[src/hdl/xorob_pkg.sv]
// Shared types and constants for the XOR obfuscation record decryptor.
// Holds the request structs, the function codes and the key padding table.
// No dependencies.
`default_nettype none

package xorob_pkg;

  // Longest password kept; later characters are dropped.
  localparam int unsigned PW_MAX = 15;
  // Length of the key sequence and the modulus of the key offset.
  localparam int unsigned KEY_LEN = 16;
  localparam int unsigned COUNT_W = 4;
  localparam int unsigned OFFSET_W = 4;

  // Constant folded into the hash when it is finished.
  localparam logic [15:0] HASH_SEED = 16'hce4b;

  typedef enum logic [1:0] {
    FUNC_PW_CHAR   = 2'd0,
    FUNC_VERIFY    = 2'd1,
    FUNC_REC_START = 2'd2,
    FUNC_DATA      = 2'd3
  } func_t;

  typedef struct packed {
    func_t        func;
    logic [7:0]   byte_value;
    logic [15:0]  filepass_key;
    logic [15:0]  filepass_verifier;
    logic [31:0]  record_position;
    logic [15:0]  record_length;
  } in_t;

  typedef struct packed {
    logic [7:0] plain_byte;
    logic       password_match;
    logic       decrypt_active;
  } out_t;

  typedef logic [7:0] byte_t;

  // Preset bytes that pad a short password to the full key length.
  function automatic byte_t pad_byte(input logic [OFFSET_W-1:0] idx);
    byte_t b;
    case (idx)
      4'd0:    b = 8'hbb;
      4'd1:    b = 8'hff;
      4'd2:    b = 8'hff;
      4'd3:    b = 8'hba;
      4'd4:    b = 8'hff;
      4'd5:    b = 8'hff;
      4'd6:    b = 8'hb9;
      4'd7:    b = 8'h80;
      4'd8:    b = 8'h00;
      4'd9:    b = 8'hbe;
      4'd10:   b = 8'h0f;
      4'd11:   b = 8'h00;
      4'd12:   b = 8'hbf;
      4'd13:   b = 8'h0f;
      4'd14:   b = 8'h00;
      4'd15:   b = 8'h00;
      default: b = 8'h00;
    endcase
    return b;
  endfunction

endpackage

`default_nettype wire

[src/hdl/xorob_key_gen.sv]
// Key sequence builder: pads the stored password, mixes in the key bytes
// and rotates each byte. Depends on xorob_pkg.
`default_nettype none

module xorob_key_gen (
  input  wire xorob_pkg::byte_t                       pw_store [xorob_pkg::PW_MAX],
  input  wire logic [xorob_pkg::COUNT_W-1:0]          pw_count,
  input  wire logic [15:0]                            filepass_key,
  output xorob_pkg::byte_t                            key_seq [xorob_pkg::KEY_LEN]
);

  genvar gi;
  generate
    for (gi = 0; gi < xorob_pkg::KEY_LEN; gi++) begin : g_key
      localparam logic [xorob_pkg::OFFSET_W-1:0] IDX = xorob_pkg::OFFSET_W'(gi);
      xorob_pkg::byte_t src;
      xorob_pkg::byte_t mixed;

      if (gi < xorob_pkg::PW_MAX) begin : g_pw
        // Password character where one was stored, padding after it.
        always_comb begin
          if (IDX < pw_count) begin
            src = pw_store[gi];
          end else begin
            src = xorob_pkg::pad_byte(IDX - pw_count);
          end
        end
      end else begin : g_pad
        always_comb begin
          src = xorob_pkg::pad_byte(IDX - pw_count);
        end
      end

      // Even positions take the low key byte, odd positions the high one.
      assign mixed = src ^ (((gi % 2) != 0) ? filepass_key[15:8] : filepass_key[7:0]);
      assign key_seq[gi] = {mixed[5:0], mixed[7:6]};
    end
  endgenerate

endmodule

`default_nettype wire

[src/hdl/xor_obfuscation_record_decrypt_top.sv]
// Top level of the XOR obfuscation record decryptor.
// Depends on xorob_pkg and xorob_key_gen.
`default_nettype none

// Each request carries one function code. A password character is folded
// into a 15-bit rotating hash and stored (up to fifteen nonzero characters;
// zero bytes and characters past the fifteenth are ignored). A verify
// request finishes the hash, compares it with the verifier from the file
// and, on a match, builds the 16-byte key sequence and turns decryption on;
// the password store is cleared on every verify, matched or not. A record
// start request sets the key offset to (position + length + 4) mod 16. A
// data request returns the cipher byte rotated left by three and XORed with
// the key byte at the offset, advancing the offset, or the byte unchanged
// while decryption is off. Every request produces exactly one response.
// Timing: a request is registered at the input, processed by combinational
// logic and placed in the output register, which raises out_valid; while
// the output register is full and stalled it waits in the input register.
// A new request is accepted in every cycle as long as the output side is
// not stalled. The input register and the output register each hold one
// request, so a pending response does not block the next request from
// being registered.
module xor_obfuscation_record_decrypt_top (
  input  wire                    clk,
  input  wire                    rst_n,
  input  wire                    in_valid,
  output logic                   in_stall,
  input  wire xorob_pkg::in_t    in_data,
  output logic                   out_valid,
  input  wire                    out_stall,
  output xorob_pkg::out_t        out_data
);

  // Input register.
  logic              s1_valid_r, s1_valid_nxt;
  xorob_pkg::in_t    s1_data_r;

  // Output register.
  logic              out_valid_r, out_valid_nxt;
  xorob_pkg::out_t   out_data_r, out_data_nxt;

  // Block state.
  xorob_pkg::byte_t                  pw_store_r [xorob_pkg::PW_MAX];
  logic [xorob_pkg::COUNT_W-1:0]     pw_count_r, pw_count_nxt;
  logic [15:0]                       hash_r, hash_nxt;
  xorob_pkg::byte_t                  key_seq_r [xorob_pkg::KEY_LEN];
  xorob_pkg::byte_t                  key_seq_new [xorob_pkg::KEY_LEN];
  logic [xorob_pkg::OFFSET_W-1:0]    offset_r, offset_nxt;
  logic                              active_r, active_nxt;

  logic              advance;
  logic              fire;
  logic              in_accept;
  logic              store_wr;
  logic              key_wr;
  logic [22:0]       shifted;
  logic [15:0]       final_hash;
  logic [7:0]        rotated;
  logic [xorob_pkg::COUNT_W-1:0] char_num;

  // The processing stage moves forward whenever the output register is
  // empty or its response is being taken in this cycle.
  assign advance   = !out_valid_r || !out_stall;
  assign fire      = s1_valid_r && advance;
  assign in_stall  = s1_valid_r && !advance;
  assign in_accept = in_valid && !in_stall;

  assign out_valid = out_valid_r;
  assign out_data  = out_data_r;

  xorob_key_gen u_key_gen (
    .pw_store     (pw_store_r),
    .pw_count     (pw_count_r),
    .filepass_key (s1_data_r.filepass_key),
    .key_seq      (key_seq_new)
  );

  // Character number n (from one) is shifted left by n and the bits above
  // the fifteenth wrap around to the bottom.
  assign char_num   = pw_count_r + 4'd1;
  assign shifted    = {15'd0, s1_data_r.byte_value} << char_num;
  assign final_hash = hash_r ^ {12'd0, pw_count_r} ^ xorob_pkg::HASH_SEED;
  assign rotated    = {s1_data_r.byte_value[4:0], s1_data_r.byte_value[7:5]};

  always_comb begin
    pw_count_nxt = pw_count_r;
    hash_nxt     = hash_r;
    offset_nxt   = offset_r;
    active_nxt   = active_r;
    store_wr     = 1'b0;
    key_wr       = 1'b0;
    out_data_nxt = '0;

    case (s1_data_r.func)
      xorob_pkg::FUNC_PW_CHAR: begin
        if (s1_data_r.byte_value != 8'd0 &&
            pw_count_r < xorob_pkg::COUNT_W'(xorob_pkg::PW_MAX)) begin
          hash_nxt     = hash_r ^ {1'b0, shifted[14:0] | {7'd0, shifted[22:15]}};
          pw_count_nxt = char_num;
          store_wr     = 1'b1;
        end
      end
      xorob_pkg::FUNC_VERIFY: begin
        if (final_hash == s1_data_r.filepass_verifier) begin
          out_data_nxt.password_match = 1'b1;
          key_wr     = 1'b1;
          active_nxt = 1'b1;
        end
        // Every verify attempt starts the next password from scratch.
        pw_count_nxt = '0;
        hash_nxt     = '0;
      end
      xorob_pkg::FUNC_REC_START: begin
        // Only the low four bits of the sum survive the mod 16.
        offset_nxt = s1_data_r.record_position[3:0] + s1_data_r.record_length[3:0] +
                     4'd4;
      end
      xorob_pkg::FUNC_DATA: begin
        if (active_r) begin
          out_data_nxt.plain_byte = rotated ^ key_seq_r[offset_r];
          offset_nxt = offset_r + 4'd1;
        end else begin
          out_data_nxt.plain_byte = s1_data_r.byte_value;
        end
      end
      default: begin
        out_data_nxt.plain_byte = 8'd0;
      end
    endcase

    out_data_nxt.decrypt_active = active_nxt;
  end

  always_comb begin
    if (in_accept) begin
      s1_valid_nxt = 1'b1;
    end else if (advance) begin
      s1_valid_nxt = 1'b0;
    end else begin
      s1_valid_nxt = s1_valid_r;
    end

    if (fire) begin
      out_valid_nxt = 1'b1;
    end else if (!out_stall) begin
      out_valid_nxt = 1'b0;
    end else begin
      out_valid_nxt = out_valid_r;
    end
  end

  // Control state.
  always_ff @(posedge clk) begin
    if (!rst_n) begin
      s1_valid_r  <= 1'b0;
      out_valid_r <= 1'b0;
      pw_count_r  <= '0;
      hash_r      <= '0;
      offset_r    <= '0;
      active_r    <= 1'b0;
    end else begin
      s1_valid_r  <= s1_valid_nxt;
      out_valid_r <= out_valid_nxt;
      if (fire) begin
        pw_count_r <= pw_count_nxt;
        hash_r     <= hash_nxt;
        offset_r   <= offset_nxt;
        active_r   <= active_nxt;
      end
    end
  end

  // Payload registers. Password bytes are only read below the fill count,
  // and key bytes only once a verify has matched and written all of them,
  // so neither needs a reset.
  always_ff @(posedge clk) begin
    if (in_accept) begin
      s1_data_r <= in_data;
    end
    if (fire) begin
      out_data_r <= out_data_nxt;
    end
    if (fire && store_wr) begin
      pw_store_r[pw_count_r] <= s1_data_r.byte_value;
    end
    if (fire && key_wr) begin
      key_seq_r <= key_seq_new;
    end
  end

endmodule

`default_nettype wire

[config.mk]
export PLATFORM = sky130hd
export DESIGN_NAME = xor_obfuscation_record_decrypt_top
export DESIGN_NICKNAME = d
export VERILOG_FILES = /design/src/hdl/xorob_pkg.sv /design/src/hdl/xorob_key_gen.sv /design/src/hdl/xor_obfuscation_record_decrypt_top.sv
export SDC_FILE = /design/constraint.sdc
export NUM_CORES = 1
export LEC_CHECK = 0
export CORE_MARGIN = 10
export CORE_UTILIZATION = 58
export CTS_CLUSTER_DIAMETER = 120
export DETAILED_ROUTE_END_ITERATION = 7
export DONT_BUFFER_PORTS = 1
export PLACE_DENSITY = 0.87
export SLEW_MARGIN = 20
export SYNTH_ARGS = -nofsm -noshare
export SYNTH_HDL_FRONTEND = slang
export SYNTH_SLANG_ARGS = --single-unit
[constraint.sdc]
create_clock -name clk -period 11.3 [get_ports clk]
set_input_delay 0.565 -clock clk [delete_from_list [all_inputs] [get_ports clk]]
set_output_delay 0.565 -clock clk [all_outputs]
set_load 0.005 [all_outputs]
==> After elaboration in Yosys (flattened, before gate mapping) <==
Memories as Yosys holds them, arrays and structs flattened.
Cells that the tools add are included.
{ "op_classes": {"n_shift": 1, "mux": 38, "reduce_logical": 19, "add_sub_neg": 20, "n_bitwise": 23, "n_eq_ne": 7, "order_cmp": 19} }
{ "ops": {"columns": ["operator", "n"], "rows": [
  ["8-bit two-way mux", 19],
  ["8-bit XOR", 17],
  ["120-bit bitwise mux", 1],
  ["8-bit binary-select mux with 4-bit select", 1],
  ["8-bit demux with 4-bit select", 1],
  ["16-bit one-hot mux with 2 select lines", 1],
  ["4-bit subtractor (first input constant)", 8],
  ["4-bit < comparator (first input constant)", 7],
  ["8-bit by 4-bit << shifter with 23-bit output", 1],
  ["16-bit equality test", 1],
  ["3-bit by 4-bit < comparator with 1-bit output (first input constant)", 4],
  ["16-bit two-way mux", 1],
  ["4-bit one-hot mux with 2 select lines", 2],
  ["3-bit by 4-bit subtractor with 4-bit output (first input constant)", 4],
  ["16-bit by 15-bit XOR with 16-bit output", 1],
  ["16-bit by 4-bit XOR with 16-bit output", 1],
  ["15-bit by 8-bit bitwise OR with 15-bit output", 1],
  ["5-bit >= comparator (second input constant)", 2],
  ["1-bit two-way mux", 10],
  ["4-bit NOT with 5-bit output", 2],
  ["9-bit NOT", 1],
  ["4-bit by 1-bit adder with 4-bit output (second input constant)", 2],
  ["1-bit by 4-bit < comparator with 1-bit output (first input constant)", 2],
  ["2-bit by 4-bit < comparator with 1-bit output (first input constant)", 2],
  ["18 further kinds", 35]
]} }
{ "word_totals": {"rom_bits": 2048, "input_bits": 94, "output_inout_bits": 12, "memories": 16, "elab_cells": 189, "register_bits": 335} }
{ "mem_list": {"columns": ["name", "words", "word_bits", "read_ports", "rd_ports_with_merged_regs", "write_ports", "line_no", "source"], "rows": [
  ["(name not given)", 16, 8, 1, 0, 0, "xorob_pkg.sv:45", "case (idx)"],
  ["(name not given)", 16, 8, 1, 0, 0, "xorob_pkg.sv:45", null],
  ["(name not given)", 16, 8, 1, 0, 0, "xorob_pkg.sv:45", null],
  ["(name not given)", 16, 8, 1, 0, 0, "xorob_pkg.sv:45", null],
  ["(name not given)", 16, 8, 1, 0, 0, "xorob_pkg.sv:45", null],
  ["(name not given)", 16, 8, 1, 0, 0, "xorob_pkg.sv:45", null],
  ["10 more memories", null, null, null, null, null, null, null]
]} }

==> Depth between registers and ports, before layout <==
Gate-level depths: netlist of the first run.
{ "depth": {"depth_word": 7, "depth_mapped": 13} }

==> Modules after synthesis <==
From an unflattened synthesis of the first run, not the netlist that was laid out.
{ "unflattened": {"cells_unflattened": 1320, "area_unflattened_um2": 17182.7} }
{ "by_module_without_submodules": {"columns": ["mod", "cells_per_inst", "n_inst", "area_each_um2"], "rows": [
  ["xor_obfuscation_record_decrypt_top", 709, 1, 13123.8],
  ["xorob_key_gen", 611, 1, 4058.9]
]} }

==> Worst setup path after synthesis of the first run <==
OpenSTA, ideal clock, no wires.
{ "synth_path": {"kind": "register -> register", "start": "register pw_count_r[2] (netlist name)", "end": "register key_seq_r[0] (netlist name), enable pin", "path_stages_with_launch": 5, "t_arrival_ns": 10.721, "period_less_slack_ns": 11.522, "setup_slack_ns": -0.222, "cell_sequence": "dfxtp_1 -> clkinv_1 -> xnor2_1 -> nand4_1 -> nor3b_1"} }
{ "synth_via": {"elab_chain_cells": 5} }
{ "synth_lines": {"columns": ["element", "line_no", "source"], "rows": [
  ["from (decl)", "xor_obfuscation_record_decrypt_top.sv:43", "logic [xorob_pkg::COUNT_W-1:0] pw_count_r, pw_count_nxt;"],
  ["from (signal assigned)", "xor_obfuscation_record_decrypt_top.sv:164", "pw_count_r <= pw_count_nxt;"],
  ["16-bit by 4-bit XOR with 16-bit output", "xor_obfuscation_record_decrypt_top.sv:81", "assign final_hash = hash_r ^ {12'd0, pw_count_r} ^ xorob_pkg::HASH_SEED;"],
  ["16-bit equality test", "xor_obfuscation_record_decrypt_top.sv:103", "if (final_hash == s1_data_r.filepass_verifier) begin"],
  ["1-bit two-way mux", "xor_obfuscation_record_decrypt_top.sv:103", null],
  ["1-bit two-way mux", "xor_obfuscation_record_decrypt_top.sv:93", "case (s1_data_r.func)"],
  ["1-bit logical AND", "xor_obfuscation_record_decrypt_top.sv:185", "if (fire && key_wr) begin"],
  ["to (signal assigned)", "xor_obfuscation_record_decrypt_top.sv:186", "key_seq_r <= key_seq_new;"],
  ["to (decl)", "xor_obfuscation_record_decrypt_top.sv:45", "xorob_pkg::byte_t key_seq_r [xorob_pkg::KEY_LEN];"]
]} }
Every way passes these cells.
A chain may end at the register's enable or synchronous reset.

==> out/results.ini, run 1 <==
[status]
status=complete, no violations

[clocking]
ctsResizeCount=0
path_clk_slew_ns=0.07
clk_path_buf_depth=3
clkLatencyLatePin_ns=0.51
cts-htree-levels=2
tritoncts=done
cts-root-buf=clkbuf_16
cts_buffers=35
post_cts_buffers=0
cts-hold-fix-buffers=0
clkSinkCount=334

[sta]
finalCriticalPeriod_ns=4.37
finalClockSkew_ns=0.0169
max_freq_ghz=0.229
post-route-period-util_pct=38.7
setup_slack_ns=6.93
rsz0062_at_grt=false
slew_headroom_pct=22.0
hold_viol=0
drv_slew=0
setup_viol=0
tns_ns=0
worst_pin_slew_ns=1.17

[global_routing]
grt_remaining_overflow=0
antenna_found_initial=0
grt_pass1_wl_um=60400
grt_max_degree=83
grt_usage_pct=21.6
grt_pass1_vias=10600

[flow_run]
drv_cap=0

[yosys]
syn_area_um2=16700
yosys.area_share.simple_pct=8.48
synth_seq_cells=334
avgSynthCellArea_um2=13.0
syn_inst=1283
yosys-mux-area-fraction_pct=9.19
synth-edff-count=308
synth.distinct_cells=76
synth_compound_area_share_pct=9.57
synth_top_area_share_pct=55.3
yosys_warnings=0
syn_nets=1409
synthTopCellsByArea=edfxtp_1 55%, xnor2_1 5.8%, mux4_2 4.8%
synth-xor-area-share_pct=8.68
synthAdderAreaFrac_pct=2.50
synth_largest_area_cell=edfxtp_1
synth_top_family_by_area=compound AO/OA/AOI/OAI gates
synthFlopType=edfxtp_1
async_reset_ff_share_pct=0
ys_seq_area_share_pct=58.4

[finish]
multiInputGateArea_um2=6450
layout_common_cells=308 x edfxtp_1, 110 x xnor2_1, 103 x a21oi_1
area_growth_pct=7.97
fin_nets=1381
fillers=2082
drive_gt1_share_pct=11.3
layout_commonest_cell=edfxtp_1
diodes=0
register_area_um2=9770

[worst_setup_path]
criticalPathCategory=reg2reg
regToRegSetupSlack_ns=6.93
rr_worst_depth=8
cp-start-kind=register
worstPathRequired_ns=11.54
cp_cell_sequence=buf_4 -> ha_1 -> ha_1 -> nor2_1 -> nor2_1 -> a21boi_1 -> o31ai_1 -> xnor2_1
crit-reg2reg-launch=pw_count_r[0]$_SDFFE_PN0P_
critPathCaptureType=register
cpMaxStageDelayCell=dfxtp_1
critPathArrivalTime_ns=4.62
slowest_delay_ns=0.77
worstPathMaxFanout=25
r2r-end=key_seq_r[107]$_DFFE_PP_

[drt]
wl_per_cell_um=23.9
viasPerCell=6.43
finalWirelength_um=39700
ant_nets=0
dr.pass1.iters=6
drc=0
drt_iter0_drc=1278
vias=10700

[floorplanning]
rows=62
die-area_um2=36000
initial_core_util_pct=58.6
fp.coreArea_um2=28500
die_w_um=190
floorplan.die.height_um=190
num_io_pins=106

[placement]
portBuffers=0
hpwlAfterDp_um=26600
gp_congestion=0.918
place_ws_ns=7.24

[power_and_ir_drop]
p_leak_uw=0.00605
fin_total_pwr_uw=2630
vdd_ir_drop_max_mv=0.158
pwr_density_cell_nw_per_um2=146

[min_path]
hp-class=in2reg
min_to=s1_data_r[52]$_DFFE_PP_
hold_path.startpoint=in_data[52]
holdPathStages=0

[critical path: cells and delay by family (launching register included)]
kind / cells / cell delay, ns
buf+inv: 1 / 0.41
compound gates: 2 / 0.63
flops: 1 / 0.77
xor+xnor: 1 / 0.10
simple gates: 2 / 0.92
fa+ha+maj: 2 / 1.26
[cell families after synthesis]
| group | count (synthesis) |
|---|---|
| fa+ha+maj | 33 |
| simple gates | 274 |
| flops | 334 |
| buf+inv | 111 |
| mux | 106 |
| xor+xnor | 165 |
| compound gates | 260 |
[per-layer routing]
metal  part of all wire [%]  global-route usage (%)  vias up  wire, um
met5                      0                       0        -         0
met4                    3.9                    8.21        0      1530
met3                     11                    5.71      133      4460
met2                     48                    35.7      679     18900
met1                     37                    26.7     5137     14800
li1                       -                       -     4735         -
[registers in the layout, summed over array words and instances (netlist names)]
| register | flops |
|---|---|
| rotated | 8 |
| key_seq_r | 128 |
| hash_r | 15 |
| pw_store_r | 120 |
| active_r | 1 |
| s1_data_r | 42 |
| s1_valid_r | 1 |
| pw_count_r | 4 |
| out_valid | 1 |
| offset_r | 4 |
| out_data | 10 |
[layout make-up]
class,instances,share of cell area [%]
repair buffers,23,0.956
inverters,23,0.478
multi-input cells,838,35.7
well taps,384,2.66
flip-flops and latches,334,54.1
clock inverters,16,0.693
clock buffers,44,5.38
[power by group]
part           switching [uW]  total (uW)  leakage (uW)  internal (uW)
clock network             453        1110      0.000541            652
registers                22.8        1390       0.00302           1370
logic                    78.2         134       0.00249           56.1
total                     554        2630       0.00605           2080
[metrics by stage]
step	cell area (um^2)	cells	util (%)	hold slack, ns
2_1_floorplan	16700	1283	-	0.455
3_3_place_gp	17000	1602	59.4	0.469
3_5_place_dp	17000	1602	59.4	0.474
4_1_cts	18100	1662	63.2	0.133
5_1_grt	18100	1662	63.3	0.133
6_report	18100	1662	63.3	0.143
[synth_stat cells (10+ instances only)]
cell,instances
nor3_1,28
buf_2,15
dfxtp_1,26
nor2b_1,19
o21a_1,10
ha_1,31
clkbuf_1,37
xor2_1,54
and3_1,18
o31ai_1,18
inv_1,21
mux4_2,36
nand2_1,69
xnor2_1,110
nand2b_1,15
nand3_1,12
a211oi_1,10
nor2_1,52
buf_1,18
and2_1,19
edfxtp_1,308
a21oi_1,104
mux2i_1,53
o21ai_0,44
mux2_2,16
a31oi_1,12
[worst max path at each step]
| stage | from | to | slack (ns) | cells after the start |
|---|---|---|---|---|
| after floorplan | pw_count_r[2]$_SDFFE_PN0P_ | key_seq_r[0]$_DFFE_PP_ | 4.38 | 4 |
| after global placement | pw_count_r[0]$_SDFFE_PN0P_ | key_seq_r[107]$_DFFE_PP_ | 7.26 | 8 |
| after detailed placement | pw_count_r[0]$_SDFFE_PN0P_ | key_seq_r[107]$_DFFE_PP_ | 7.24 | 8 |
| after CTS | pw_count_r[0]$_SDFFE_PN0P_ | key_seq_r[107]$_DFFE_PP_ | 7.15 | 8 |
| after global routing | pw_count_r[0]$_SDFFE_PN0P_ | key_seq_r[107]$_DFFE_PP_ | 6.81 | 8 |
| final | pw_count_r[0]$_SDFFE_PN0P_ | key_seq_r[107]$_DFFE_PP_ | 6.93 | 8 |
Power figures use the tool's default switching activity.
==> run 2, diff against run 1 <==
- ABC_AREA: unset -> 1
- CORE_UTILIZATION: 58 -> 60
- clock period: 11.3 -> 4.1 ns (I/O delays scaled with it)
==> run 2 against run 1 <==
Critical path depth increased by 1. Hold slack improved by 0.073 ns. Maximum frequency increased by 24%. Final area increased by 6.5%. Utilization increased by 5.4 points. Global-route usage increased by 5.8 points. Sequential share of layout area decreased by 3.3 points. Setup slack got worse by 6.4 ns. Routed wire length increased by 26%. Largest power group unchanged.
==> out/results.ini, run 2 <==
[drt]
viasPerCell=5.88
vias=13500
wl_per_cell_um=21.8
finalWirelength_um=49900
drc=0
ant_nets=0
drt_iter0_drc=1914
dr.pass1.iters=7

[finish]
register_area_um2=9780
fin_nets=2016
area_growth_pct=12.2
diodes=0
top_regs=key_seq_r: 128 flops, pw_store_r: 120 flops, s1_data_r: 42 flops
layout_common_cells=448 x nand2_1, 308 x edfxtp_1, 215 x nand3_1
registers.top_by_ff_count=key_seq_r
fillers=2102
layout_commonest_cell=nand2_1
multiInputGateArea_um2=6230
fin_cells=2295
largest_reg_flops=128
fin_area_um2=19200
drive_gt1_share_pct=6.68

[worst_setup_path]
endpoint=key_seq_r[46]$_DFFE_PP_
worstPathRequired_ns=4.38
crit-reg2reg-launch=pw_count_r[1]$_SDFFE_PN0P_
worstPathMaxFanout=24
criticalPathCategory=reg2reg
critPathLaunch=pw_count_r[1]$_SDFFE_PN0P_
rr_worst_depth=9
critPathArrivalTime_ns=3.81
regToRegSetupSlack_ns=0.57
critPathCaptureType=register
r2r-end=key_seq_r[46]$_DFFE_PP_
cp-start-kind=register

[sta]
hold_viol=0
slew_headroom_pct=26.7
setup_viol=0
drv_slew=0
post-route-period-util_pct=86.1
worst_pin_slew_ns=1.09
finalClockSkew_ns=0.0172
max_freq_ghz=0.283
rsz0062_at_grt=false
finalCriticalPeriod_ns=3.53
whs_ns=0.215

[yosys]
synth_largest_area_cell=edfxtp_1
avgSynthCellArea_um2=9.35
synthFlopType=edfxtp_1
synth_top_area_share_pct=53.9
syn_nets=1960
async_reset_ff_share_pct=0
synth.distinct_cells=39
synth_most_common_cell=nand2_1
synth-edff-count=308
yosys_warnings=0
ys_seq_area_share_pct=57.0
synth.top_cells.by_count=448 x nand2_1, 308 x edfxtp_1, 215 x nand3_1
synthTopCellsByArea=edfxtp_1 54%, nand2_1 9.8%, nand3_1 6.3%
syn_area_um2=17100
syn_inst=1834
synth_seq_cells=334

[global_routing]
grt_usage_pct=27.4
grt_pass1_vias=13100
grt_remaining_overflow=0
grt_max_degree=68
antenna_found_initial=0
grt_pass1_wl_um=74800

[clocking]
clkSinkCount=334
clk_path_buf_depth=3
cts-htree-levels=2
path_clk_slew_ns=0.06
cts-root-buf=clkbuf_16
cts_buffers=37
tritoncts=done
clkLatencyLatePin_ns=0.53
post_cts_buffers=0

[placement]
postPlaceCellArea_um2=17600
dp_cells=2176
hpwlAfterDp_um=34800
gp_congestion=0.982
portBuffers=0

[floorplanning]
floorplan.die.height_um=189
rows=61
num_io_pins=106
fp.coreArea_um2=28000
initial_core_util_pct=61.2
die_w_um=189
die-area_um2=35700

[power_and_ir_drop]
p_leak_uw=0.00786
p_int_uw=5750
combPwrFrac_pct=6.7
pwr_density_cell_nw_per_um2=388
pwr-share-seq_pct=51.3
vdd_ir_drop_max_mv=0.352
power_frac_clock_pct=42.0
p_sw_share_pct=22.9
switching_power_uw=1710

[min_path]
hp-class=in2reg
hold_path.startpoint=rst_n

[status]
status=complete, no violations

[flow_run]
drv_cap=0

run 2: cell count changes after synthesis, sizes merged, moves of 67 or more:
cell / delta
o21ai: +89
nand3: +203
nand2: +386
inv: +201
xnor2: -100
a21oi: -68
nor2: +67
run 2: cell families (layout without fill, tap and decap cells):
family                     after synthesis  in the layout  share of synthesized area (%)
and+or+nand+nor                        828            828                           20.3
AOI/OAI and AO/OA                      223            223                           7.30
DFF                                    334            334                           57.0
muxes                                    1              1                         0.0584
adders and majority gates               32             32                           2.38
xor gates and xnor gates               120            120                           6.17
buffers and inverters                  296            379                           6.78
run 2: layout make-up:
cell class                 instances  share of cell area (%)
timing repair buffer              80                    3.94
clock inverter                    18                   0.598
sequential                       334                    50.8
inverter                         233                    4.55
tap                              378                    2.46
multi-input combinational       1204                    32.4
clock buffer                      48                    5.25
run 2: how the worst min path moves through the flow:
| stage | end | slack (ns) | cells past startpoint |
|---|---|---|---|
| 6_report | hash_r[6]$_SDFFE_PN0P_ | 0.22 | 4 |
| 5_1_grt | hash_r[6]$_SDFFE_PN0P_ | 0.27 | 4 |
| 4_1_cts | hash_r[6]$_SDFFE_PN0P_ | 0.22 | 4 |
| 3_5_place_dp | s1_data_r[75]$_DFFE_PP_ | 0.30 | 0 |
| 3_3_place_gp | rotated[3]$_DFFE_PP_ | 0.30 | 0 |
| 2_1_floorplan | rotated[0]$_DFFE_PP_ | 0.30 | 0 |
run 2: power groups by stage:
stage               Sequential [uW]  Clock, uW  Combinational, uW
floorplan                      3880          0                310
global placement               3900          0                428
detailed placement             3900          0                443
CTS                            3830       3140                487
global route                   3830       3270                546
finish                         3830       3130                502
run 2: critical path, stage by stage, from the launching register on:
cell and delay, ns:
dfxtp_4 0.51, ha_1 0.52, ha_1 0.55, inv_1 0.44, o21ai_0 0.54, nor2_1 0.13
o21ai_1 0.28, o21ai_0 0.15, nand2_1 0.09, nand2_1 0.06
run 2: routing by layer:
layer  global-route usage, %  vias to the layer above  part of all wire, %
met4                    16.8                        0                  6.5
li1                        -                     6204                    -
met2                    44.8                      838                   47
met5                       0                        -                    0
met1                    32.4                     6263                   35
met3                    6.10                      189                   11
run 2: repair_timing:
action / 4_1_cts / 5_1_grt
endpoints found under the hold margin: 61 / 0
gates resized for setup: 0 / 0
hold buffers: 53 / 0
run 2: through the flow:
| stage | setup WS (ns) | utilization, % | total power [uW] | TNS, ns |
|---|---|---|---|---|
| finish | 0.568 | 68.7 | 7460 | 0 |
| detailed placement | 0.690 | 62.8 | 4340 | 0 |
| global route | 0.406 | 68.7 | 7650 | 0 |
| global placement | 0.753 | 62.8 | 4320 | 0 |
| floorplan | -0.487 | - | 4190 | -62.30 |
| CTS | 0.673 | 68.7 | 7450 | 0 |
